$ cat src/rtl/svec_pkg.sv
// shared constants, codes and types of the sortable integer vector
`timescale 1ns / 1ps

package svec_pkg;

    localparam int DEPTH        = 64;
    localparam int DATA_W       = 32;
    localparam int CNT_W        = $clog2(DEPTH + 1);
    localparam int IDX_W        = $clog2(DEPTH);
    localparam int FIELD_IDX_W  = 6;
    localparam int CMP_W        = (CNT_W > FIELD_IDX_W) ? CNT_W : FIELD_IDX_W;
    localparam int CMD_W        = 3;
    localparam int STATUS_W     = 2;
    localparam int LEN_W        = 7;
    localparam int IN_FIELDS_W  = DATA_W + 2 * FIELD_IDX_W;
    localparam int IN_TDATA_W   = ((IN_FIELDS_W + 7) / 8) * 8;
    localparam int OUT_FIELDS_W = DATA_W + STATUS_W + LEN_W;
    localparam int OUT_TDATA_W  = ((OUT_FIELDS_W + 7) / 8) * 8;

    localparam logic [STATUS_W-1:0] ST_OK    = 2'd0;
    localparam logic [STATUS_W-1:0] ST_FULL  = 2'd1;
    localparam logic [STATUS_W-1:0] ST_EMPTY = 2'd2;
    localparam logic [STATUS_W-1:0] ST_RANGE = 2'd3;

    typedef enum logic [CMD_W-1:0] {
        CMD_PUSH_BACK  = 3'd0,
        CMD_PUSH_FRONT = 3'd1,
        CMD_POP_BACK   = 3'd2,
        CMD_POP_FRONT  = 3'd3,
        CMD_SWAP       = 3'd4,
        CMD_SORT       = 3'd5
    } cmd_t;

    typedef enum logic [2:0] {
        CELL_HOLD,
        CELL_PUT,
        CELL_SHIFT_UP,
        CELL_ROTATE,
        CELL_SORT,
        CELL_SWAP
    } cell_op_t;

    typedef struct packed {
        cell_op_t              op;
        logic                  phase;
        logic [CNT_W-1:0]      count;
        logic [CNT_W-1:0]      pos_a;
        logic [CNT_W-1:0]      pos_b;
        logic [DATA_W-1:0]     value;
        logic [DATA_W-1:0]     data_a;
        logic [DATA_W-1:0]     data_b;
    } cell_ctrl_t;

endpackage

$ cat src/rtl/svec_cell.sv
// one storage cell of the row: holds one entry, writes, shifts, rotates, swaps and compare-exchanges
`timescale 1ns / 1ps

module svec_cell (
    input  logic                                clk,
    input  svec_pkg::cell_ctrl_t                ctrl,
    input  logic [svec_pkg::IDX_W-1:0]          idx,
    input  logic [svec_pkg::DATA_W-1:0]         left,
    input  logic [svec_pkg::DATA_W-1:0]         right,
    output logic [svec_pkg::DATA_W-1:0]         entry
);
    import svec_pkg::*;

    logic [DATA_W-1:0] entry_reg;
    logic [DATA_W-1:0] entry_next;
    logic [CNT_W-1:0]  pos;
    logic              lower;
    logic              pair_r;
    logic              pair_l;

    always_comb
    begin
        pos    = CNT_W'(idx);
        // odd-even transposition: lower partner pairs with its right neighbor
        lower  = (idx[0] == ctrl.phase);
        pair_r = lower && ((pos + CNT_W'(1)) < ctrl.count);
        pair_l = !lower && (idx != '0) && (pos < ctrl.count);
        entry_next = entry_reg;
        case (ctrl.op)
            CELL_PUT:
            begin
                if (pos == ctrl.pos_a)
                    entry_next = ctrl.value;
            end
            CELL_SHIFT_UP:
                entry_next = left;
            CELL_ROTATE:
                entry_next = right;
            CELL_SORT:
            begin
                if (pair_r && ($signed(right) < $signed(entry_reg)))
                    entry_next = right;
                else if (pair_l && ($signed(left) > $signed(entry_reg)))
                    entry_next = left;
            end
            CELL_SWAP:
            begin
                if (pos == ctrl.pos_a)
                    entry_next = ctrl.data_b;
                else if (pos == ctrl.pos_b)
                    entry_next = ctrl.data_a;
            end
            default:
                entry_next = entry_reg;
        endcase
    end

    always_ff @(posedge clk)
    begin
        entry_reg <= entry_next;
    end

    assign entry = entry_reg;

endmodule

$ cat config.mk
export PLATFORM = sky130hd
export DESIGN_NAME = svec_cell
export DESIGN_NICKNAME = d
export VERILOG_FILES = /design/src/rtl/svec_pkg.sv /design/src/rtl/svec_cell.sv
export SDC_FILE = /design/constraint.sdc
export NUM_CORES = 1
export LEC_CHECK = 0
export BUFFER_PORTS_ARGS = -buffer_cell sky130_fd_sc_hd__buf_2
export CAP_MARGIN = 10
export CORE_ASPECT_RATIO = 2
export CORE_UTILIZATION = 30
export DETAILED_ROUTE_END_ITERATION = 7
export PLACE_DENSITY_LB_ADDON = 0.12
export SLEW_MARGIN = 25
export SYNTH_ARGS = -nofsm -noshare
export SYNTH_HDL_FRONTEND = slang
export SYNTH_SLANG_ARGS = --single-unit
$ cat constraint.sdc
create_clock -name clk -period 6.55 [get_ports clk]
set_input_delay 1.31 -clock clk [delete_from_list [all_inputs] [get_ports clk]]
set_output_delay 1.31 -clock clk [all_outputs]
set_load 0.02 [all_outputs]
==> results of run 1 <==
## where the power goes
group / total (uW) / switching, uW / internal [uW]
sequential: 263 / 11.2 / 252
clock: 227 / 90.7 / 136
combinational: 440 / 248 / 192
total: 930 / 350 / 579
## critical path: stages
cell	delay, ps
sky130_fd_sc_hd__buf_2	110
sky130_fd_sc_hd__ha_1	300
sky130_fd_sc_hd__nand4_1	120
sky130_fd_sc_hd__nor4_1	400
sky130_fd_sc_hd__nand4_1	210
sky130_fd_sc_hd__nor2b_1	180
sky130_fd_sc_hd__a31o_2	220
sky130_fd_sc_hd__nand3_1	70
sky130_fd_sc_hd__o311ai_0	210
sky130_fd_sc_hd__a21oi_4	600
sky130_fd_sc_hd__buf_16	250
## cells by family (layout without fill, tap and decap cells)
group                    Yosys count  after routing
buffers and inverters             81            279
AO/OA/AOI/OAI                    197            197
flip-flops                        32             32
AND/OR/NAND/NOR                  130            130
adder cells (fa/ha/maj)           76             76
multiplexers                      96             96
XOR/XNOR                          17             17
## area by class of cell
cell class	count	area, sq um
repair buffers	229	1190
fillers	1841	10600
inverters	43	161
flip-flops and latches	32	961
clock buffers	5	125
multi-input cells	516	3990
well taps	210	263
clock inverters	2	7.51
## synthesized netlist by cell type, types with 3 or more instances
master,instances,share of area [%]
sky130_fd_sc_hd__nand2_1,50,3.5
sky130_fd_sc_hd__nor4_1,4,0.47
sky130_fd_sc_hd__mux2_2,4,0.85
sky130_fd_sc_hd__nor2_1,40,2.8
sky130_fd_sc_hd__xnor2_1,9,1.5
sky130_fd_sc_hd__xor2_1,8,1.3
sky130_fd_sc_hd__nand4_1,8,0.95
sky130_fd_sc_hd__a211oi_1,6,0.85
sky130_fd_sc_hd__o211ai_1,4,0.57
sky130_fd_sc_hd__buf_1,6,0.43
sky130_fd_sc_hd__a22oi_1,32,4.5
sky130_fd_sc_hd__and3_1,4,0.47
sky130_fd_sc_hd__edfxtp_1,32,18
sky130_fd_sc_hd__nor3_1,3,0.28
sky130_fd_sc_hd__clkbuf_1,23,1.6
sky130_fd_sc_hd__o21ai_0,51,4.8
sky130_fd_sc_hd__nor2b_1,4,0.47
sky130_fd_sc_hd__nand2b_1,3,0.35
sky130_fd_sc_hd__a221oi_1,3,0.50
sky130_fd_sc_hd__a21oi_1,56,5.3
sky130_fd_sc_hd__nand3_1,8,0.76
sky130_fd_sc_hd__mux2_4,27,7.7
sky130_fd_sc_hd__mux2i_1,64,12
sky130_fd_sc_hd__o21ai_1,28,2.6
sky130_fd_sc_hd__inv_1,43,3.1
sky130_fd_sc_hd__buf_6,7,1.5
sky130_fd_sc_hd__a31oi_1,3,0.35
sky130_fd_sc_hd__ha_1,76,18
sky130_fd_sc_hd__a21o_1,4,0.57
## stage by stage
step	hold slack [ps]	std cells	setup slack (ps)	cell area (sq um)
2_1_floorplan	1340	629	1530	5290
3_5_place_dp	1320	1030	2200	6560
3_3_place_gp	1470	1029	2020	6530
4_1_cts	1340	1037	2490	6690
5_1_grt	1370	1037	2250	6690
6_report	1310	1037	2530	6690
## routing by layer
| layer | GRT usage [%] | share of wire (%) |
|---|---|---|
| met3 | 2.64 | 4.2 |
| met5 | 0 | 0.042 |
| met2 | 43.3 | 58 |
| met4 | 7.63 | 2.9 |
| met1 | 20.4 | 35 |
## worst paths after layout
check | to | cells past startpoint
max | entry[10] | 11
min | entry[30] | 5
max reg2reg | entry[10] | 11
min reg2reg | entry[30] | 5
==> impl_table.tex, run 1 <==
\begin{tabular}{lr}
\hline
Metric & Value \\
\hline
\multicolumn{2}{l}{\textbf{Synth}} \\
Number of different library cells in the post-synthesis netlist & 45 \\
Synthesized instance count & 629 \\
Synthesized cell area & 5290 sq um \\
Synthesized-area fraction occupied by ao, oa, aoi and oai cells & 21.9\% \\
Nets in the synthesized netlist & 897 \\
Adder-cell area share of the yosys netlist & 18.0\% \\
Mean Syn Cell Area & 8.41 sq um \\
Proportion of synthesized flip-flops having asynchronous set or reset & 0\% \\
Yosys warns & 0 \\
Count of flip-flops with a built-in enable after synthesis & 32 \\
Combinational family with the most area after synthesis & compound AO/OA/AOI/OAI gates \\
Simple-Gate Fraction of Synth Area & 11.5\% \\
Sequential area share after synthesis & 18.2\% \\
Post-synthesis register bit count & 32 \\
Predominant post-synthesis flop cell & sky130\_fd\_sc\_hd\_\_edfxtp\_1 \\
Multiplexer area fraction after synthesis & 20.8\% \\
Synth Area in XOR/XNOR & 2.81\% \\
\multicolumn{2}{l}{\textbf{Run status}} \\
Outcome & completed \\
\multicolumn{2}{l}{\textbf{CTS}} \\
Number of buffers inserted for hold repair after clock tree synthesis & 0 \\
Clock-pin slew on the worst setup and hold paths & 60 ps \\
Clock latency of the later-clocked register in the worst-skew pair & 280 ps \\
CTS tree & done \\
CTS Root Buffer Type & sky130\_fd\_sc\_hd\_\_clkbuf\_16 \\
Num CTS Buffers & 5 \\
H-tree depth & 2 \\
Post-CTS setup-driven buffer insertion count & 0 \\
Post-CTS sizing & 0 \\
Deepest clock path buffer count & 2 \\
CTS sink count & 32 \\
\multicolumn{2}{l}{\textbf{Route}} \\
Via count & 5480 \\
DR DRC count & 0 \\
DRT Pass-1 Iters & 4 \\
DRT Wirelength & 19200 um \\
Average via count per standard cell & 5.28 \\
WL per Instance & 18.5 um \\
Remaining antenna violation count & 0 \\
Drt first-iter violations & 156 \\
\multicolumn{2}{l}{\textbf{STA}} \\
Final hold vios & 0 \\
Setup Skew & 8.70 ps \\
Transition time at the pin with the least slew margin & 974 ps \\
Fin Setup TNS & 0 ps \\
Post-route fraction of the period consumed by the critical path & 61.3\% \\
FMAX & 249 MHz \\
RSZ-0062 raised after global routing & no \\
Final Setup Violations & 0 \\
Normalized max-slew margin & 34.9\% \\
Final min period & 4020 ps \\
Max Slew Vio Count & 0 \\
\multicolumn{2}{l}{\textbf{Global routing}} \\
Largest net degree at the start of global routing & 71 \\
Congestion Overflow GR & 0 \\
Number of global-route vias before repair & 5713 \\
Number of antenna violations at the first check in global routing & 1 \\
Global-route wire length before repair & 29100 um \\
Aggregate global-route resource usage & 21.2\% \\
\multicolumn{2}{l}{\textbf{Min path}} \\
Launch point of the worst hold path & entry[31] \\
Type of the worst min-delay path & flip-flop to flip-flop \\
\multicolumn{2}{l}{\textbf{Worst setup path}} \\
Critical Path AT & 4000 ps \\
Largest fanout on the critical path & 18 \\
Launch point of the worst path & left[26] \\
Endpoint kind of the worst setup timing path & flip-flop \\
Setup CP Type & input port to flip-flop \\
RR Startpoint & entry[27] \\
Register-to-Register Setup Slack & 3240 ps \\
Launching element type of the critical path & input port \\
CP Data Required Time & 6530 ps \\
\multicolumn{2}{l}{\textbf{Power}} \\
Maximum resistive drop on vdd & 0.0000980 V \\
Final Power & 930 uW \\
Cell area power density & 139 nW/um\^{}2 \\
Standby leakage power & 0.00351 uW \\
\multicolumn{2}{l}{\textbf{Finish}} \\
Commonest non-fill, non-tap cells in the layout & sky130\_fd\_sc\_hd\_\_buf\_2 (221), sky130\_fd\_sc\_hd\_\_ha\_1 (76), sky130\_fd\_sc\_hd\_\_mux2i\_1 (64) \\
Share of final-layout standard cells stronger than drive strength 1 & 32.9\% \\
Area added between synthesis and finish & 26.5\% \\
Finished Core Util & 38.7\% \\
Net total in the final layout & 1095 \\
Flip-flop count of the largest register, all copies and words added & 32 \\
Most common cell after layout, fill and taps aside & sky130\_fd\_sc\_hd\_\_buf\_2 \\
Ant. Diodes & 0 \\
\multicolumn{2}{l}{\textbf{Floorplanning}} \\
Die height & 190 um \\
Die X & 95.9 um \\
Overall die area & 18200 sq um \\
Starting density of the core & 30.6\% \\
CORE AREA & 17300 sq um \\
Cell Rows & 68 \\
Number of top-level pins & 224 \\
\multicolumn{2}{l}{\textbf{Placement}} \\
Half-perimeter wire length of the detailed placement result & 15500 um \\
Number of I/O port buffers & 223 \\
Gpl congestion & 0.835 \\
\multicolumn{2}{l}{\textbf{Job}} \\
Maxcap violations & 0 \\
\hline
\end{tabular}
Power figures use the tool's default switching activity.
==> run 2, diff against run 1 <==
- clock period: 6.55 -> 3.75 ns (I/O delays scaled with it)
==> impl_table.tex, run 2 (synthesized netlist as in run 1, its figures left out) <==
\begin{tabular}{lr}
\hline
Metric & Value \\
\hline
\multicolumn{2}{l}{\textbf{Placement}} \\
Gpl congestion & 0.835 \\
Half-perimeter wire length of the detailed placement result & 16000 um \\
Number of I/O port buffers & 223 \\
Worst-case setup slack after placement & 296 ps \\
\multicolumn{2}{l}{\textbf{Worst setup path}} \\
Most repeated library cell on the critical path & sky130\_fd\_sc\_hd\_\_nand4\_1 \\
Biggest cell delay along the critical path & 530 ps \\
Critical Path AT & 3190 ps \\
CP Data Required Time & 3790 ps \\
Register-to-Register Setup Slack & 730 ps \\
Slowest cell on crit path & sky130\_fd\_sc\_hd\_\_o311ai\_0 \\
Launching element type of the critical path & input port \\
Setup CP Type & input port to flip-flop \\
Critical Path, Cell by Cell & buf\_2, ha\_1, nand4\_1, nor4\_1, nand4\_1, nor2b\_1, a31o\_2, o311ai\_0, a21oi\_4, buf\_12 \\
RR Startpoint & entry[26] \\
Worst R2R Path Depth & 10 \\
Worst R2R End & entry[10] \\
Largest fanout on the critical path & 22 \\
Endpoint kind of the worst setup timing path & flip-flop \\
\multicolumn{2}{l}{\textbf{CTS}} \\
Clock-pin slew on the worst setup and hold paths & 60 ps \\
CTS sink count & 32 \\
CTS Root Buffer Type & sky130\_fd\_sc\_hd\_\_clkbuf\_16 \\
Num CTS Buffers & 5 \\
Post-CTS setup-driven buffer insertion count & 0 \\
Deepest clock path buffer count & 2 \\
H-tree depth & 2 \\
Number of buffers inserted for hold repair after clock tree synthesis & 0 \\
Post-CTS sizing & 0 \\
Clock latency of the later-clocked register in the worst-skew pair & 280 ps \\
CTS tree & done \\
\multicolumn{2}{l}{\textbf{Floorplanning}} \\
Number of top-level pins & 224 \\
Die height & 190 um \\
Starting density of the core & 30.6\% \\
CORE AREA & 17300 sq um \\
Die X & 95.9 um \\
Overall die area & 18200 sq um \\
Cell Rows & 68 \\
\multicolumn{2}{l}{\textbf{Route}} \\
DRT Wirelength & 19200 um \\
Wire length on met1 & 6330 um \\
Drt first-iter violations & 144 \\
WL per Instance & 18.4 um \\
Average via count per standard cell & 5.20 \\
Sum of met2 wire segment lengths after detailed routing & 11500 um \\
DRT Pass-1 Iters & 4 \\
Met3 routed WL & 818 um \\
DR DRC count & 0 \\
Via count & 5444 \\
Remaining antenna violation count & 0 \\
Uppermost routed layer & met4 \\
\multicolumn{2}{l}{\textbf{Finish}} \\
Share of final-layout standard cells stronger than drive strength 1 & 33.7\% \\
Flip-flop count of the largest register, all copies and words added & 32 \\
\# fillers & 1861 \\
Commonest non-fill, non-tap cells in the layout & sky130\_fd\_sc\_hd\_\_buf\_2 (222), sky130\_fd\_sc\_hd\_\_ha\_1 (76), sky130\_fd\_sc\_hd\_\_mux2i\_1 (64) \\
Net total in the final layout & 1102 \\
Most common cell after layout, fill and taps aside & sky130\_fd\_sc\_hd\_\_buf\_2 \\
Area added between synthesis and finish & 27.7\% \\
\multicolumn{2}{l}{\textbf{Global routing}} \\
Number of global-route vias before repair & 5793 \\
Global-route wire length before repair & 29000 um \\
Aggregate global-route resource usage & 21.4\% \\
Congestion Overflow GR & 0 \\
Number of antenna violations at the first check in global routing & 1 \\
Largest net degree at the start of global routing & 87 \\
\multicolumn{2}{l}{\textbf{STA}} \\
Final Setup Violations & 0 \\
Max Slew Vio Count & 0 \\
Normalized max-slew margin & 40.4\% \\
Post-route fraction of the period consumed by the critical path & 83.9\% \\
Final hold vios & 0 \\
Final min period & 3150 ps \\
Setup Skew & 7.10 ps \\
Fin Setup TNS & 0 ps \\
FMAX & 318 MHz \\
Transition time at the pin with the least slew margin & 892 ps \\
RSZ-0062 raised after global routing & no \\
Post-route setup slack & 604 ps \\
\multicolumn{2}{l}{\textbf{Min path}} \\
Type of the worst min-delay path & input port to flip-flop \\
Worst Hold Depth & 3 \\
Launch point of the worst hold path & right[6] \\
Worst hold endpoint & entry[6] \\
\multicolumn{2}{l}{\textbf{Power}} \\
Cell area power density & 244 nW/um\^{}2 \\
Maximum resistive drop on vdd & 0.000185 V \\
Final Power & 1650 uW \\
Standby leakage power & 0.00355 uW \\
\multicolumn{2}{l}{\textbf{Run status}} \\
Outcome & completed \\
\multicolumn{2}{l}{\textbf{Job}} \\
Maxcap violations & 0 \\
\hline
\end{tabular}
-- run 2: cell types whose count changed in the layout (fill, tap and decap cells not counted), sizes merged --
cell	delta
buf	+7
clkinv	+1
diode	+1
-- run 2: where the power goes --
group | internal (uW) | switching [uW]
combinational | 343 | 439
clock | 242 | 168
sequential | 439 | 19.8
-- run 2: layer usage --
metal,vias to the layer above,track usage (%)
li1,2739,-
met1,2525,19.1
met2,155,45.2
met3,25,3.20
met4,0,7.52
met5,-,0
-- run 2: layout make-up --
type	instances	area, sq um	area share, %
diodes	1	2.50	0.0370
clock buffers	5	125	1.85
well taps	210	263	3.89
repair buffers	236	1240	18.4
multi-input cells	516	3990	59.0
flip-flops and latches	32	961	14.2
inverters	43	161	2.39
clock inverters	3	13.8	0.204
-- run 2: worst max-delay path by stage --
stage	startpoint	endpoint	slack (ps)
6_report	left[25]	entry[10]	600
3_5_place_dp	left[26]	entry[12]	300
2_1_floorplan	idx[0]	entry[0]	340
3_3_place_gp	idx[0]	entry[16]	360
5_1_grt	left[25]	entry[17]	380
4_1_cts	left[26]	entry[17]	590
-- run 2: through the flow --
stage	cells	utilization (%)	hold slack [ps]	instance area, sq um
after floorplan	629	-	1000	5300
after global placement	1037	38.3	1140	6620
after detailed placement	1037	38.3	1150	6620
after CTS	1045	39.1	855	6750
after global routing	1045	39.1	869	6750
final	1046	39.1	861	6760
-- run 2: worst max-delay path: cells and delay by family --
kind                     cells  cell delay [ps]
buffers and inverters        2              310
adder cells (fa/ha/maj)      1              290
AND/OR/NAND/NOR              4              910
AO/OA/AOI/OAI                3              900
