[config.mk]
export PLATFORM = sky130hd
export DESIGN_NAME = svec_ctrl
export DESIGN_NICKNAME = d
export VERILOG_FILES = /design/src/rtl/svec_pkg.sv /design/src/rtl/svec_ctrl.sv
export SDC_FILE = /design/constraint.sdc
export NUM_CORES = 1
export LEC_CHECK = 0
export ABC_AREA = 1
export CAP_MARGIN = 10
export CORE_MARGIN = 2
export CORE_UTILIZATION = 50
export CTS_CLUSTER_SIZE = 14
export DETAILED_ROUTE_END_ITERATION = 8
export DONT_BUFFER_PORTS = 1
export PLACE_DENSITY = 0.61
export SLEW_MARGIN = 20
export SYNTH_ARGS = -nofsm -noshare
export SYNTH_HDL_FRONTEND = slang
export SYNTH_SLANG_ARGS = --single-unit
[constraint.sdc]
create_clock -name clk -period 2.7 [get_ports clk]
set_input_delay 0.135 -clock clk [delete_from_list [all_inputs] [get_ports clk]]
set_output_delay 0.135 -clock clk [all_outputs]
set_load 0.1 [all_outputs]
[src/rtl/svec_pkg.sv]
// shared constants, codes and types of the sortable integer vector
`timescale 1ns / 1ps

package svec_pkg;

    localparam int DEPTH        = 64;
    localparam int DATA_W       = 32;
    localparam int CNT_W        = $clog2(DEPTH + 1);
    localparam int IDX_W        = $clog2(DEPTH);
    localparam int FIELD_IDX_W  = 6;
    localparam int CMP_W        = (CNT_W > FIELD_IDX_W) ? CNT_W : FIELD_IDX_W;
    localparam int CMD_W        = 3;
    localparam int STATUS_W     = 2;
    localparam int LEN_W        = 7;
    localparam int IN_FIELDS_W  = DATA_W + 2 * FIELD_IDX_W;
    localparam int IN_TDATA_W   = ((IN_FIELDS_W + 7) / 8) * 8;
    localparam int OUT_FIELDS_W = DATA_W + STATUS_W + LEN_W;
    localparam int OUT_TDATA_W  = ((OUT_FIELDS_W + 7) / 8) * 8;

    localparam logic [STATUS_W-1:0] ST_OK    = 2'd0;
    localparam logic [STATUS_W-1:0] ST_FULL  = 2'd1;
    localparam logic [STATUS_W-1:0] ST_EMPTY = 2'd2;
    localparam logic [STATUS_W-1:0] ST_RANGE = 2'd3;

    typedef enum logic [CMD_W-1:0] {
        CMD_PUSH_BACK  = 3'd0,
        CMD_PUSH_FRONT = 3'd1,
        CMD_POP_BACK   = 3'd2,
        CMD_POP_FRONT  = 3'd3,
        CMD_SWAP       = 3'd4,
        CMD_SORT       = 3'd5
    } cmd_t;

    typedef enum logic [2:0] {
        CELL_HOLD,
        CELL_PUT,
        CELL_SHIFT_UP,
        CELL_ROTATE,
        CELL_SORT,
        CELL_SWAP
    } cell_op_t;

    typedef struct packed {
        cell_op_t              op;
        logic                  phase;
        logic [CNT_W-1:0]      count;
        logic [CNT_W-1:0]      pos_a;
        logic [CNT_W-1:0]      pos_b;
        logic [DATA_W-1:0]     value;
        logic [DATA_W-1:0]     data_a;
        logic [DATA_W-1:0]     data_b;
    } cell_ctrl_t;

endpackage

[src/rtl/svec_ctrl.sv]
// command sequencer, count keeper and result buffering for the cell row
`timescale 1ns / 1ps

module svec_ctrl (
    input  logic                                clk,
    input  logic                                rst_n,
    input  logic                                s_tvalid,
    output logic                                s_tready,
    input  logic [svec_pkg::IN_TDATA_W-1:0]     s_tdata,
    input  logic [svec_pkg::CMD_W-1:0]          s_tuser,
    output logic                                m_tvalid,
    input  logic                                m_tready,
    output logic [svec_pkg::OUT_TDATA_W-1:0]    m_tdata,
    input  logic [svec_pkg::DATA_W-1:0]         head,
    output svec_pkg::cell_ctrl_t                cctl
);
    import svec_pkg::*;

    typedef enum logic [1:0] {
        S_IDLE,
        S_ROT,
        S_SWAP,
        S_SORT
    } state_t;

    localparam logic [IDX_W-1:0] LAST_STEP = IDX_W'(DEPTH - 1);
    localparam int OUT_PAD = OUT_TDATA_W - OUT_FIELDS_W;

    state_t                state_reg, state_next;
    cmd_t                  cmd_reg, cmd_next;
    logic [CNT_W-1:0]      count_reg, count_next;
    logic [IDX_W-1:0]      step_reg, step_next;
    logic [CNT_W-1:0]      pos_a_reg, pos_a_next;
    logic [CNT_W-1:0]      pos_b_reg, pos_b_next;
    logic [DATA_W-1:0]     data_a_reg, data_a_next;
    logic [DATA_W-1:0]     data_b_reg, data_b_next;
    logic                  fin_valid_reg, fin_valid_next;
    logic [DATA_W-1:0]     fin_popped_reg, fin_popped_next;
    logic [STATUS_W-1:0]   fin_status_reg, fin_status_next;
    logic [LEN_W-1:0]      fin_length_reg, fin_length_next;
    logic                  out_valid_reg, out_valid_next;
    logic [DATA_W-1:0]     out_popped_reg, out_popped_next;
    logic [STATUS_W-1:0]   out_status_reg, out_status_next;
    logic [LEN_W-1:0]      out_length_reg, out_length_next;

    logic                  in_fire;
    logic                  fin_move;
    logic                  finish;
    logic [DATA_W-1:0]     pop_v;
    logic [STATUS_W-1:0]   stat_v;
    logic [DATA_W-1:0]     in_value;
    logic [FIELD_IDX_W-1:0] in_ia;
    logic [FIELD_IDX_W-1:0] in_ib;
    logic                  at_a;
    logic                  at_b;
    logic                  full;
    logic                  empty;

    assign in_value = s_tdata[DATA_W-1:0];
    assign in_ia    = s_tdata[DATA_W +: FIELD_IDX_W];
    assign in_ib    = s_tdata[DATA_W + FIELD_IDX_W +: FIELD_IDX_W];
    assign s_tready = (state_reg == S_IDLE) && !fin_valid_reg;
    assign in_fire  = s_tvalid && s_tready;
    assign fin_move = fin_valid_reg && (!out_valid_reg || m_tready);
    assign full     = (count_reg == CNT_W'(DEPTH));
    assign empty    = (count_reg == '0);
    assign at_a     = (CNT_W'(step_reg) == pos_a_reg);
    assign at_b     = (CNT_W'(step_reg) == pos_b_reg);

    always_comb
    begin
        state_next      = state_reg;
        cmd_next        = cmd_reg;
        count_next      = count_reg;
        step_next       = step_reg;
        pos_a_next      = pos_a_reg;
        pos_b_next      = pos_b_reg;
        data_a_next     = data_a_reg;
        data_b_next     = data_b_reg;
        fin_valid_next  = fin_valid_reg;
        fin_popped_next = fin_popped_reg;
        fin_status_next = fin_status_reg;
        fin_length_next = fin_length_reg;
        out_valid_next  = out_valid_reg;
        out_popped_next = out_popped_reg;
        out_status_next = out_status_reg;
        out_length_next = out_length_reg;
        finish          = 1'b0;
        pop_v           = '0;
        stat_v          = ST_OK;

        cctl.op     = CELL_HOLD;
        cctl.phase  = step_reg[0];
        cctl.count  = count_reg;
        cctl.pos_a  = (state_reg == S_SWAP) ? pos_a_reg : count_reg;
        cctl.pos_b  = pos_b_reg;
        cctl.value  = in_value;
        cctl.data_a = data_a_reg;
        cctl.data_b = data_b_reg;

        if (out_valid_reg && m_tready)
            out_valid_next = 1'b0;
        if (fin_move)
        begin
            out_valid_next  = 1'b1;
            out_popped_next = fin_popped_reg;
            out_status_next = fin_status_reg;
            out_length_next = fin_length_reg;
            fin_valid_next  = 1'b0;
        end

        case (state_reg)
            S_IDLE:
            begin
                if (in_fire)
                begin
                    cmd_next  = cmd_t'(s_tuser);
                    step_next = '0;
                    case (cmd_t'(s_tuser))
                        CMD_PUSH_BACK,
                        CMD_PUSH_FRONT:
                        begin
                            finish = 1'b1;
                            if (full)
                                stat_v = ST_FULL;
                            else
                            begin
                                cctl.op    = (cmd_t'(s_tuser) == CMD_PUSH_BACK) ?
                                             CELL_PUT : CELL_SHIFT_UP;
                                count_next = count_reg + CNT_W'(1);
                            end
                        end
                        CMD_POP_BACK:
                        begin
                            if (empty)
                            begin
                                finish = 1'b1;
                                stat_v = ST_EMPTY;
                            end
                            else
                            begin
                                pos_a_next = count_reg - CNT_W'(1);
                                pos_b_next = count_reg - CNT_W'(1);
                                state_next = S_ROT;
                            end
                        end
                        CMD_POP_FRONT:
                        begin
                            finish = 1'b1;
                            if (empty)
                                stat_v = ST_EMPTY;
                            else
                            begin
                                // rotation moves the head into the top cell, past the count
                                cctl.op    = CELL_ROTATE;
                                pop_v      = head;
                                count_next = count_reg - CNT_W'(1);
                            end
                        end
                        CMD_SWAP:
                        begin
                            if ((CMP_W'(in_ia) >= CMP_W'(count_reg)) ||
                                (CMP_W'(in_ib) >= CMP_W'(count_reg)))
                            begin
                                finish = 1'b1;
                                stat_v = ST_RANGE;
                            end
                            else
                            begin
                                pos_a_next = CNT_W'(in_ia);
                                pos_b_next = CNT_W'(in_ib);
                                state_next = S_ROT;
                            end
                        end
                        CMD_SORT:
                            state_next = S_SORT;
                        default:
                            finish = 1'b1;
                    endcase
                end
            end
            S_ROT:
            begin
                // a full turn of the row brings every entry past cell zero once
                cctl.op   = CELL_ROTATE;
                step_next = step_reg + IDX_W'(1);
                if (at_a)
                    data_a_next = head;
                if (at_b)
                    data_b_next = head;
                if (step_reg == LAST_STEP)
                begin
                    step_next = '0;
                    if (cmd_reg == CMD_POP_BACK)
                    begin
                        finish     = 1'b1;
                        pop_v      = at_a ? head : data_a_reg;
                        count_next = count_reg - CNT_W'(1);
                        state_next = S_IDLE;
                    end
                    else
                        state_next = S_SWAP;
                end
            end
            S_SWAP:
            begin
                cctl.op    = CELL_SWAP;
                finish     = 1'b1;
                state_next = S_IDLE;
            end
            S_SORT:
            begin
                cctl.op   = CELL_SORT;
                step_next = step_reg + IDX_W'(1);
                if (step_reg == LAST_STEP)
                begin
                    step_next  = '0;
                    finish     = 1'b1;
                    state_next = S_IDLE;
                end
            end
            default:
                state_next = S_IDLE;
        endcase

        // finish only ever happens with the result slot empty
        if (finish)
        begin
            fin_valid_next  = 1'b1;
            fin_popped_next = pop_v;
            fin_status_next = stat_v;
            fin_length_next = LEN_W'(count_next);
        end
    end

    always_ff @(posedge clk or negedge rst_n)
    begin
        if (!rst_n)
        begin
            state_reg      <= S_IDLE;
            cmd_reg        <= CMD_PUSH_BACK;
            count_reg      <= '0;
            step_reg       <= '0;
            pos_a_reg      <= '0;
            pos_b_reg      <= '0;
            data_a_reg     <= '0;
            data_b_reg     <= '0;
            fin_valid_reg  <= 1'b0;
            fin_popped_reg <= '0;
            fin_status_reg <= ST_OK;
            fin_length_reg <= '0;
            out_valid_reg  <= 1'b0;
            out_popped_reg <= '0;
            out_status_reg <= ST_OK;
            out_length_reg <= '0;
        end
        else
        begin
            state_reg      <= state_next;
            cmd_reg        <= cmd_next;
            count_reg      <= count_next;
            step_reg       <= step_next;
            pos_a_reg      <= pos_a_next;
            pos_b_reg      <= pos_b_next;
            data_a_reg     <= data_a_next;
            data_b_reg     <= data_b_next;
            fin_valid_reg  <= fin_valid_next;
            fin_popped_reg <= fin_popped_next;
            fin_status_reg <= fin_status_next;
            fin_length_reg <= fin_length_next;
            out_valid_reg  <= out_valid_next;
            out_popped_reg <= out_popped_next;
            out_status_reg <= out_status_next;
            out_length_reg <= out_length_next;
        end
    end

    assign m_tvalid = out_valid_reg;
    assign m_tdata  = {{OUT_PAD{1'b0}}, out_length_reg, out_status_reg, out_popped_reg};

`ifndef SYNTHESIS
    a_count_bound: assert property (@(posedge clk) disable iff (!rst_n)
        count_reg <= CNT_W'(DEPTH))
        else $error("count above capacity");

    a_busy_slot_free: assert property (@(posedge clk) disable iff (!rst_n)
        (state_reg != S_IDLE) |-> !fin_valid_reg)
        else $error("result slot occupied while a long request runs");

    a_count_step: assert property (@(posedge clk) disable iff (!rst_n)
        (count_reg != $past(count_reg)) |->
        ((count_reg == $past(count_reg) + CNT_W'(1)) ||
         ($past(count_reg) == count_reg + CNT_W'(1))))
        else $error("count moved by more than one");

    a_full_length: assert property (@(posedge clk) disable iff (!rst_n)
        (out_valid_reg && (out_status_reg == ST_FULL)) |-> (out_length_reg == LEN_W'(DEPTH)))
        else $error("full status without full length");
`endif

endmodule

==> metrics.md, run 1 <==
| Metric | Value |
|---|---|
| CP Cell Sequence | `inv_1 -> ha_2 -> nand2_1 -> nor2_2 -> nand2_1 -> nand2_2 -> inv_2 -> o21ai_0 -> nand2_2 -> buf_12` |
| First-pass GRT wire length | `41,700 um` |
| Max-slew violations | `0` |
| Slew HR | `33.6%` |
| Top post-synthesis cells by area | `dfrtp_1 48%, nand2_1 15%, mux2_2 5.0%` |
| DIE AREA | `19,600 sq um` |
| Final Hold Viols | `179` |
| Worst path bufs/invs | `3` |
| Port Buf Inserts | `0` |
| Tcrit/Tclk final | `95.8%` |
| Vias in the first global route | `7,640` |
| Routed Antenna Nets | `0` |
| CP peak stage delay | `0.50 ns` |
| CP max FO | `10` |
| Nets | `1,331` |
| Worst hold path class | `in2async` |
| Total number of vias | `7,951` |
| Worst Path Required | `2.57 ns` |
| Vias/cell | `5.42` |
| Routed wire length | `25,500 um` |
| Failing checks | `design-rule violations, negative hold slack` |
| Cell family with most CP delay | `simple AND/OR/NAND/NOR gates` |
| Die width | `140 um` |
| Slew of the pin with the lowest slew margin | `0.996 ns` |
| Setup Total Neg Slack | `0 ns` |
| Critical path's slowest cell | `dfrtp_2` |
| Syn avg cell area | `8.17 sq um` |
| I/O Pins | `258` |
| CTS Buffer Depth | `2` |
| Min Tclk post-route | `2.59 ns` |
| Drt pass-1 iters | `7` |
| Crit path launch type | `flip-flop` |
| Layout cells sized above 1 | `18.8%` |
| FMAX | `387 MHz` |
| # diodes | `0` |
| Worst Skew | `0.0146 ns` |
| Inserted Clock Buffers | `17` |
| Initial Utilization | `51.2%` |
| CTS root buf | `clkbuf_16` |
| Total grt overflow | `0` |
| GRT Total Usage | `26.7%` |
| Seq/Total Area, Yosys | `48.4%` |
| DRC errors left | `16` |
| Chip height | `140 um` |
| Largest net degree at the start of global routing | `180` |
| Routed WL per cell | `17.4 um` |
| Dpl hpwl | `17,900 um` |
| CTS tree | `yes` |
| Synthesized instance count | `1,134` |
| YS warnings | `0` |
| Row count | `49` |
| Initial antenna violation count | `0` |
| Htree depth | `4` |
| Yosys cell types | `38` |
| Worst-Skew Late Latency | `0.43 ns` |
| Yosys reg bits | `179` |
| Finish-stage setup viols | `0` |
| Status | `complete, but fails checks` |
| Routability congestion estimate | `0.934` |
| Post-Syn Area | `9260 sq um` |
| Core area | `18,100 sq um` |
| Hold_buf cts | `50` |
| DRT iter0 DRCs | `569` |
| CTS Sinks | `179` |
| Area delta synth->final | `19.5%` |
| # Max-Cap Violations | `0` |
| Layout fillers | `1,596` |
| CP arrival | `2.45 ns` |
| Clock transition at path regs | `0.08 ns` |
| Synth top area share | `48.4%` |
| Crit end category | `output port` |
| CP Class | `reg2out` |
| WHS | `-0.594 ns` |
| RSZ-0062 raised after global routing | `no` |
| Leading area contributor after synthesis | `dfrtp_1` |
metal layers:
| layer | part of all wire, % | vias to the layer above | track usage, % |
|---|---|---|---|
| li1 | - | 3848 | - |
| met1 | 45 | 3789 | 38.4 |
| met2 | 45 | 293 | 40.1 |
| met3 | 8.9 | 21 | 8.48 |
| met4 | 1.1 | 0 | 5.74 |
| met5 | 0 | - | 0 |
timing repair:
action	CTS	global route
gates resized for setup	1	7
hold endpoints to repair	268	179
endpoints found under the setup margin	2	2
buffers inserted	0	0
worst paths after layout:
kind / from / slack, ns / cells past startpoint / to
hold reg to reg: data_b_reg[30] / 0.49 / 2 / data_b_reg[30]
hold / removal: rst_n / -0.59 / 0 / count_reg[1]
min in group clk: head[22] / 0.03 / 4 / fin_popped_reg[22]
setup reg to reg: count_reg[2] / 0.25 / 15 / fin_popped_reg[3]
setup / recovery: count_reg[0] / 0.11 / 10 / cctl[118]
max in group asynchronous: rst_n / 2.98 / 0 / count_reg[0]
kinds of logic after synthesis:
family,after synthesis,share of synthesized area (%)
AO/OA/AOI/OAI,176,10.1
other,1,0.0405
multiplexers,41,4.99
adder cells (fa/ha/maj),19,2.57
XOR/XNOR,10,0.946
buffers and inverters,180,9.44
flip-flops,179,48.4
AND/OR/NAND/NOR,528,23.6
stage by stage:
| stage | instances | setup slack (ns) | utilization, % | instance area, sq um |
|---|---|---|---|---|
| finish | 1467 | 0.115 | 61.2 | 11100 |
| global route | 1467 | 0.00694 | 61.2 | 11100 |
| CTS | 1467 | 0.0576 | 61.0 | 11000 |
| detailed placement | 1385 | 0.320 | 55.1 | 9970 |
| global placement | 1385 | 0.345 | 55.1 | 9970 |
| floorplan | 1140 | -0.233 | - | 9320 |
synth_stat cells:
library cell and n:
nor3_1 6, nor2_1 42, xnor2_1 5, a211oi_1 1, a22oi_1 1, o211ai_1 3, dfrtp_1 179, buf_2 17
buf_1 5, inv_2 14, mux2_2 41, o21ai_2 2, ha_1 19, xor2_1 5, buf_4 43, a31oi_1 10
nor2_2 2, conb_1 1, nand3_1 64, a21oi_1 20, buf_6 2, o21ai_0 89, nor3_2 1, and3_1 1
inv_1 69, nand3b_1 1, clkinv_2 1, a21boi_1 1, a221oi_1 2, o22ai_1 6, nand2_2 5, clkbuf_1 29
nand2_1 375, nor3b_1 1, a21oi_2 1, o21ai_1 40, nand3_2 1, nand4_1 29
placed cells by master, fill, tap and decap left out, types with 6 or more instances in the layout:
master and count:
o21ai_0 81, nand4_1 29, o22ai_1 6, inv_1 69, conb_1 7, ha_1 17
a21oi_1 19, nand2_1 373, nor2_1 39, buf_4 107, nand2_2 7, nor3_1 6
nand3_1 64, dlygate4sd3_1 50, inv_2 13, clkbuf_16 17, o21ai_1 39, a31oi_1 10
mux2_2 41, o21ai_2 10, dfrtp_1 174
layout make-up:
| class | instances | area, sq um | share of cell area [%] |
|---|---|---|---|
| Inverter | 84 | 319 | 2.88 |
| Timing Repair Buffer | 162 | 1400 | 12.6 |
| Sequential cell | 179 | 4490 | 40.5 |
| Multi-Input combinational cell | 781 | 4010 | 36.3 |
| Clock inverter | 14 | 138 | 1.24 |
| Clock buffer | 18 | 429 | 3.88 |
| Tap cell | 229 | 287 | 2.59 |
Power of run 1 is left out: the tool's default activity adds up to more than one toggle a clock period on the data nets, which glitch-free logic cannot reach.
==> inputs of run 2 (changes only) <==
--- a/config.mk
+++ b/config.mk
@@ -7,6 +7,7 @@
 export LEC_CHECK = 0
 export ABC_AREA = 1
 export CAP_MARGIN = 10
+export CORE_ASPECT_RATIO = 1.25
 export CORE_MARGIN = 2
 export CORE_UTILIZATION = 50
 export CTS_CLUSTER_SIZE = 14
==> constraint.sdc (replaced) <==
create_clock -name clk -period 2.7 [get_ports clk]
set_input_delay 0.54 -clock clk [delete_from_list [all_inputs] [get_ports clk]]
set_output_delay 0.54 -clock clk [all_outputs]
set_load 0.1 [all_outputs]
==> metrics.md, run 2 (synthesis gave the netlist of run 1 again) <==
| Metric | Value |
|---|---|
| Row count | `55` |
| Worst hold path class | `in2async` |
| Worst-Skew Late Latency | `0.43 ns` |
| Chip height | `156 um` |
| DRT iter0 DRCs | `519` |
| Htree depth | `4` |
| Worst Path Required | `2.16 ns` |
| I/O Pins | `258` |
| CP peak stage delay | `0.42 ns` |
| DIE AREA | `19,600 sq um` |
| Die width | `126 um` |
| Leading cell types in the layout, fill and taps excluded | `372 x nand2_1, 174 x dfrtp_1, 93 x buf_4, 80 x o21ai_0` |
| Failing checks | `negative hold slack` |
| Routed Antenna Nets | `0` |
| DRC errors left | `0` |
| Initial Utilization | `51.2%` |
| Tcrit/Tclk final | `96.7%` |
| CP arrival | `2.07 ns` |
| Post-route cell area | `10,500 sq um` |
| Largest net degree at the start of global routing | `180` |
| DP Area | `9800 sq um` |
| Slew HR | `37.3%` |
| Final Hold Viols | `179` |
| # Max-Cap Violations | `0` |
| Commonest non-fill, non-tap cell in the layout | `nand2_1` |
| Flop2flop setup slack | `0.31 ns` |
| Max-slew violations | `0` |
| Drt pass-1 iters | `5` |
| Vias in the first global route | `7,502` |
| WHS | `-0.196 ns` |
| CTS root buf | `clkbuf_16` |
| Total grt overflow | `0` |
| CTS tree | `yes` |
| Cell family with most CP delay | `simple AND/OR/NAND/NOR gates` |
| CP max FO | `8` |
| Finish-stage setup viols | `0` |
| Area delta synth->final | `13.3%` |
| Depth of the most critical reg-to-reg path | `15` |
| Routed WL per cell | `18.3 um` |
| Initial antenna violation count | `0` |
| Worst Skew | `0.00911 ns` |
| Layout cells sized above 1 | `19.2%` |
| Slew of the pin with the lowest slew margin | `0.941 ns` |
| Nets | `1,265` |
| CTS Sinks | `179` |
| Port Buf Inserts | `0` |
| Reg2Reg Launch Point | `count_reg[4]` |
| CTS Buffer Depth | `2` |
| Critical path's slowest cell | `dfrtp_1` |
| Clock transition at path regs | `0.07 ns` |
| Worst path bufs/invs | `3` |
| Routability congestion estimate | `0.945` |
| # diodes | `0` |
| Crit path launch type | `flip-flop` |
| Min Tclk post-route | `2.61 ns` |
| Dpl hpwl | `18,500 um` |
| Total number of vias | `7,658` |
| Routed wire length | `25,600 um` |
| FMAX | `383 MHz` |
| Crit end category | `output port` |
| Inserted Clock Buffers | `17` |
| First-pass GRT wire length | `40,800 um` |
| CP Cell Sequence | `inv_2 -> ha_4 -> inv_2 -> nor2_4 -> nand2_4 -> clkinv_8 -> o21ai_4 -> a21oi_2 -> o21ai_2 -> nand2_4` |
| Core area | `18,100 sq um` |
| GRT Total Usage | `26.6%` |
| Status | `complete, but fails checks` |
| CP Class | `reg2out` |
| Reg-to-reg endpoint | `fin_length_reg[6]` |
| Vias/cell | `5.47` |
## run 2: cell count changes in the layout (fill, tap and decap cells not counted), moves of 2 or more
cell           previous run  this run
dlygate4sd3_1            50         0
buf_4                   107        93
inv_1                    69        64
inv_2                    13        17
nand2_4                   0         3
o21ai_4                   1         4
clkinv_2                  1         3
nand2_2                   7         5
nor2_2                    3         1
o21ai_2                  10         8
## run 2: metal layers
| metal | track usage, % | share of wire [%] | vias to the layer above | wire length, um |
|---|---|---|---|---|
| li1 | - | - | 3723 | - |
| met1 | 31.0 | 38 | 3666 | 9720 |
| met2 | 47.4 | 52 | 227 | 13400 |
| met3 | 6.72 | 6.8 | 42 | 1740 |
| met4 | 9.58 | 2.6 | 0 | 673 |
| met5 | 0 | 0 | - | 0 |
## run 2: layout make-up
cell class                 instances  area (sq um)
clock buffer                      18           439
tap                              228           285
fill                            1706          7600
timing repair buffer              96           758
clock inverter                    14           121
inverter                          84           334
multi-input combinational        781          4070
sequential                       179          4490
## run 2: worst register-to-register path, cell delays in order (launching register included)
cell,delay [ns]
dfrtp_2,0.39
clkinvlp_4,0.19
ha_1,0.37
nand2_1,0.07
nor3_1,0.14
nand2_1,0.07
nand2_1,0.05
nor2_1,0.05
nand2_1,0.11
nand2_2,0.09
nand3_2,0.08
nand2_2,0.07
nand2_2,0.06
buf_4,0.39
nand2_1,0.12
nand2_1,0.08
## run 2: repair_timing
item,4_1_cts,5_1_grt
resized for setup,10,5
setup buffers,2,9
pin swaps,2,4
endpoints found under the hold margin,179,179
endpoints found under the setup margin,2,2
## run 2: worst max-delay path by stage
stage                       startpoint   endpoint  slack (ns)  cells past startpoint
after detailed placement  count_reg[1]  cctl[119]        0.26                     10
after CTS                 state_reg[1]  cctl[118]       0.008                     10
after global placement    count_reg[1]  cctl[119]        0.28                     10
final                     state_reg[1]  cctl[118]        0.09                     10
after global routing      state_reg[0]  cctl[118]       -0.01                     10
after floorplan           state_reg[1]  cctl[119]       -0.23                      9
## run 2: through the flow
step	setup slack, ns	hold slack (ns)	instances	utilization (%)	TNS [ns]
5_1_grt	-0.0133	-0.221	1400	58.0	-0.0133
4_1_cts	0.00843	-0.215	1391	57.5	0
6_report	0.0882	-0.196	1400	58.0	0
3_3_place_gp	0.276	0.249	1357	54.1	0
2_1_floorplan	-0.230	0.244	1140	-	-0.314
3_5_place_dp	0.257	0.249	1357	54.1	0
Power of run 2 is left out for the same reason.
==> inputs of run 3 (changes only) <==
--- a/config.mk
+++ b/config.mk
@@ -14,6 +14,7 @@
 export DETAILED_ROUTE_END_ITERATION = 8
 export DONT_BUFFER_PORTS = 1
 export PLACE_DENSITY = 0.61
+export RECOVER_POWER = 50
 export SLEW_MARGIN = 20
 export SYNTH_ARGS = -nofsm -noshare
 export SYNTH_HDL_FRONTEND = slang
==> metrics.md, run 3 (synthesis gave the netlist of run 1 again) <==
| Metric | Value |
|---|---|
| CP max FO | `7` |
| Post-route cell area | `10,400 sq um` |
| Clock transition at path regs | `0.07 ns` |
| Drt pass-1 iters | `6` |
| Flop2flop setup slack | `0.30 ns` |
| CTS tree | `yes` |
| Reg2Reg Launch Point | `count_reg[4]` |
| # diodes | `0` |
| Reg-to-reg endpoint | `fin_length_reg[6]` |
| WHS | `-0.196 ns` |
| Vias/cell | `5.48` |
| Core area | `18,100 sq um` |
| Worst-Skew Late Latency | `0.43 ns` |
| FMAX | `382 MHz` |
| DRC errors left | `0` |
| First-pass GRT wire length | `40,800 um` |
| Status | `complete, but fails checks` |
| CP endpoint | `cctl[118]` |
| DRT iter0 DRCs | `500` |
| Critical path startpoint | `count_reg[6]` |
| CTS Buffer Depth | `2` |
| Routed Antenna Nets | `0` |
| Max-slew violations | `0` |
| Inserted Clock Buffers | `17` |
| Crit path launch type | `flip-flop` |
| Worst Skew | `0.00795 ns` |
| Area delta synth->final | `12.4%` |
| Slew of the pin with the lowest slew margin | `1.34 ns` |
| Nets | `1,265` |
| Total grt overflow | `0` |
| Final Hold Viols | `179` |
| Dpl hpwl | `18,500 um` |
| Top layer in use | `met4` |
| Min Tclk post-route | `2.62 ns` |
| Initial Utilization | `51.2%` |
| Setup WS pre-CTS | `0.257 ns` |
| Met2 Wirelength | `13,400 um` |
| Initial antenna violation count | `0` |
| Worst Path Required | `2.16 ns` |
| Routed wire length | `25,600 um` |
| GRT Total Usage | `26.6%` |
| Htree depth | `4` |
| DP Area | `9800 sq um` |
| CTS root buf | `clkbuf_16` |
| Depth of the most critical reg-to-reg path | `15` |
| Largest net degree at the start of global routing | `180` |
| # Max-Cap Violations | `0` |
| CP arrival | `2.08 ns` |
| Setup Total Neg Slack | `0 ns` |
| Final worst slack | `0.0838 ns` |
| Crit end category | `output port` |
| Finish-stage setup viols | `0` |
| DIE AREA | `19,600 sq um` |
| Leading cell types in the layout, fill and taps excluded | `373 x nand2_1, 174 x dfrtp_1, 80 x o21ai_0, 70 x buf_4` |
| Failing checks | `negative hold slack` |
| Port Buf Inserts | `0` |
| Die width | `126 um` |
| CP Class | `reg2out` |
| Worst hold path class | `in2async` |
| Met3 WL post-DR | `1680 um` |
| Routability congestion estimate | `0.945` |
| Tcrit/Tclk final | `96.9%` |
| Total number of vias | `7,678` |
| Final core occ | `57.5%` |
| Chip height | `156 um` |
| Met1 WL | `9810 um` |
| Vias in the first global route | `7,502` |
| CTS Sinks | `179` |
| Routed WL per cell | `18.3 um` |
| Slew HR | `10.5%` |
| I/O Pins | `258` |
| Row count | `55` |
| Commonest non-fill, non-tap cell in the layout | `nand2_1` |
| Layout cells sized above 1 | `17.2%` |
run 3: cell count changes in the layout (fill, tap and decap cells not counted):
cell	delta
nand2_2	-1
clkbuf_1	+22
nand2_1	+1
clkbuf_2	+1
buf_4	-23
run 3: layout make-up:
cell class / instances / area, sq um
fill: 1723 / 7690
sequential: 179 / 4490
multi-input combinational: 781 / 4070
timing repair buffer: 96 / 673
clock buffer: 18 / 439
inverter: 84 / 334
tap: 228 / 285
clock inverter: 14 / 121
run 3: routing by layer:
layer / vias up / track usage [%]
li1: 3726 / -
met1: 3690 / 31.0
met2: 221 / 47.4
met3: 41 / 6.72
met4: 0 / 9.58
met5: - / 0
run 3: worst min path at each step:
| stage | endpoint | slack [ns] | depth (start not counted) |
|---|---|---|---|
| floorplan | cmd_reg[0] | 0.24 | 0 |
| global placement | out_popped_reg[9] | 0.25 | 0 |
| detailed placement | out_popped_reg[9] | 0.25 | 0 |
| CTS | count_reg[3] | -0.22 | 0 |
| global route | out_popped_reg[1] | -0.22 | 0 |
| finish | out_popped_reg[9] | -0.20 | 0 |
run 3: worst max-delay path: stages, from the launching register on:
cell,delay [ns]
dfrtp_1,0.49
buf_4,0.30
nand2_1,0.15
nand2_1,0.11
a21oi_2,0.23
o21ai_2,0.10
nand2_4,0.26
run 3: repair_timing:
item                                    in CTS  in global routing
endpoints found under the hold margin      179                179
setup buffers                                2                  9
gates resized for setup                     10                  5
cloned                                       0                  0
pin swaps                                    2                  4
endpoints found under the setup margin       2                  2
run 3: per-stage QoR:
step | hold WS (ns) | instances
floorplan | 0.244 | 1140
global placement | 0.249 | 1357
detailed placement | 0.249 | 1357
CTS | -0.215 | 1391
global route | -0.221 | 1400
finish | -0.196 | 1400
Power of run 3 is left out for the same reason.
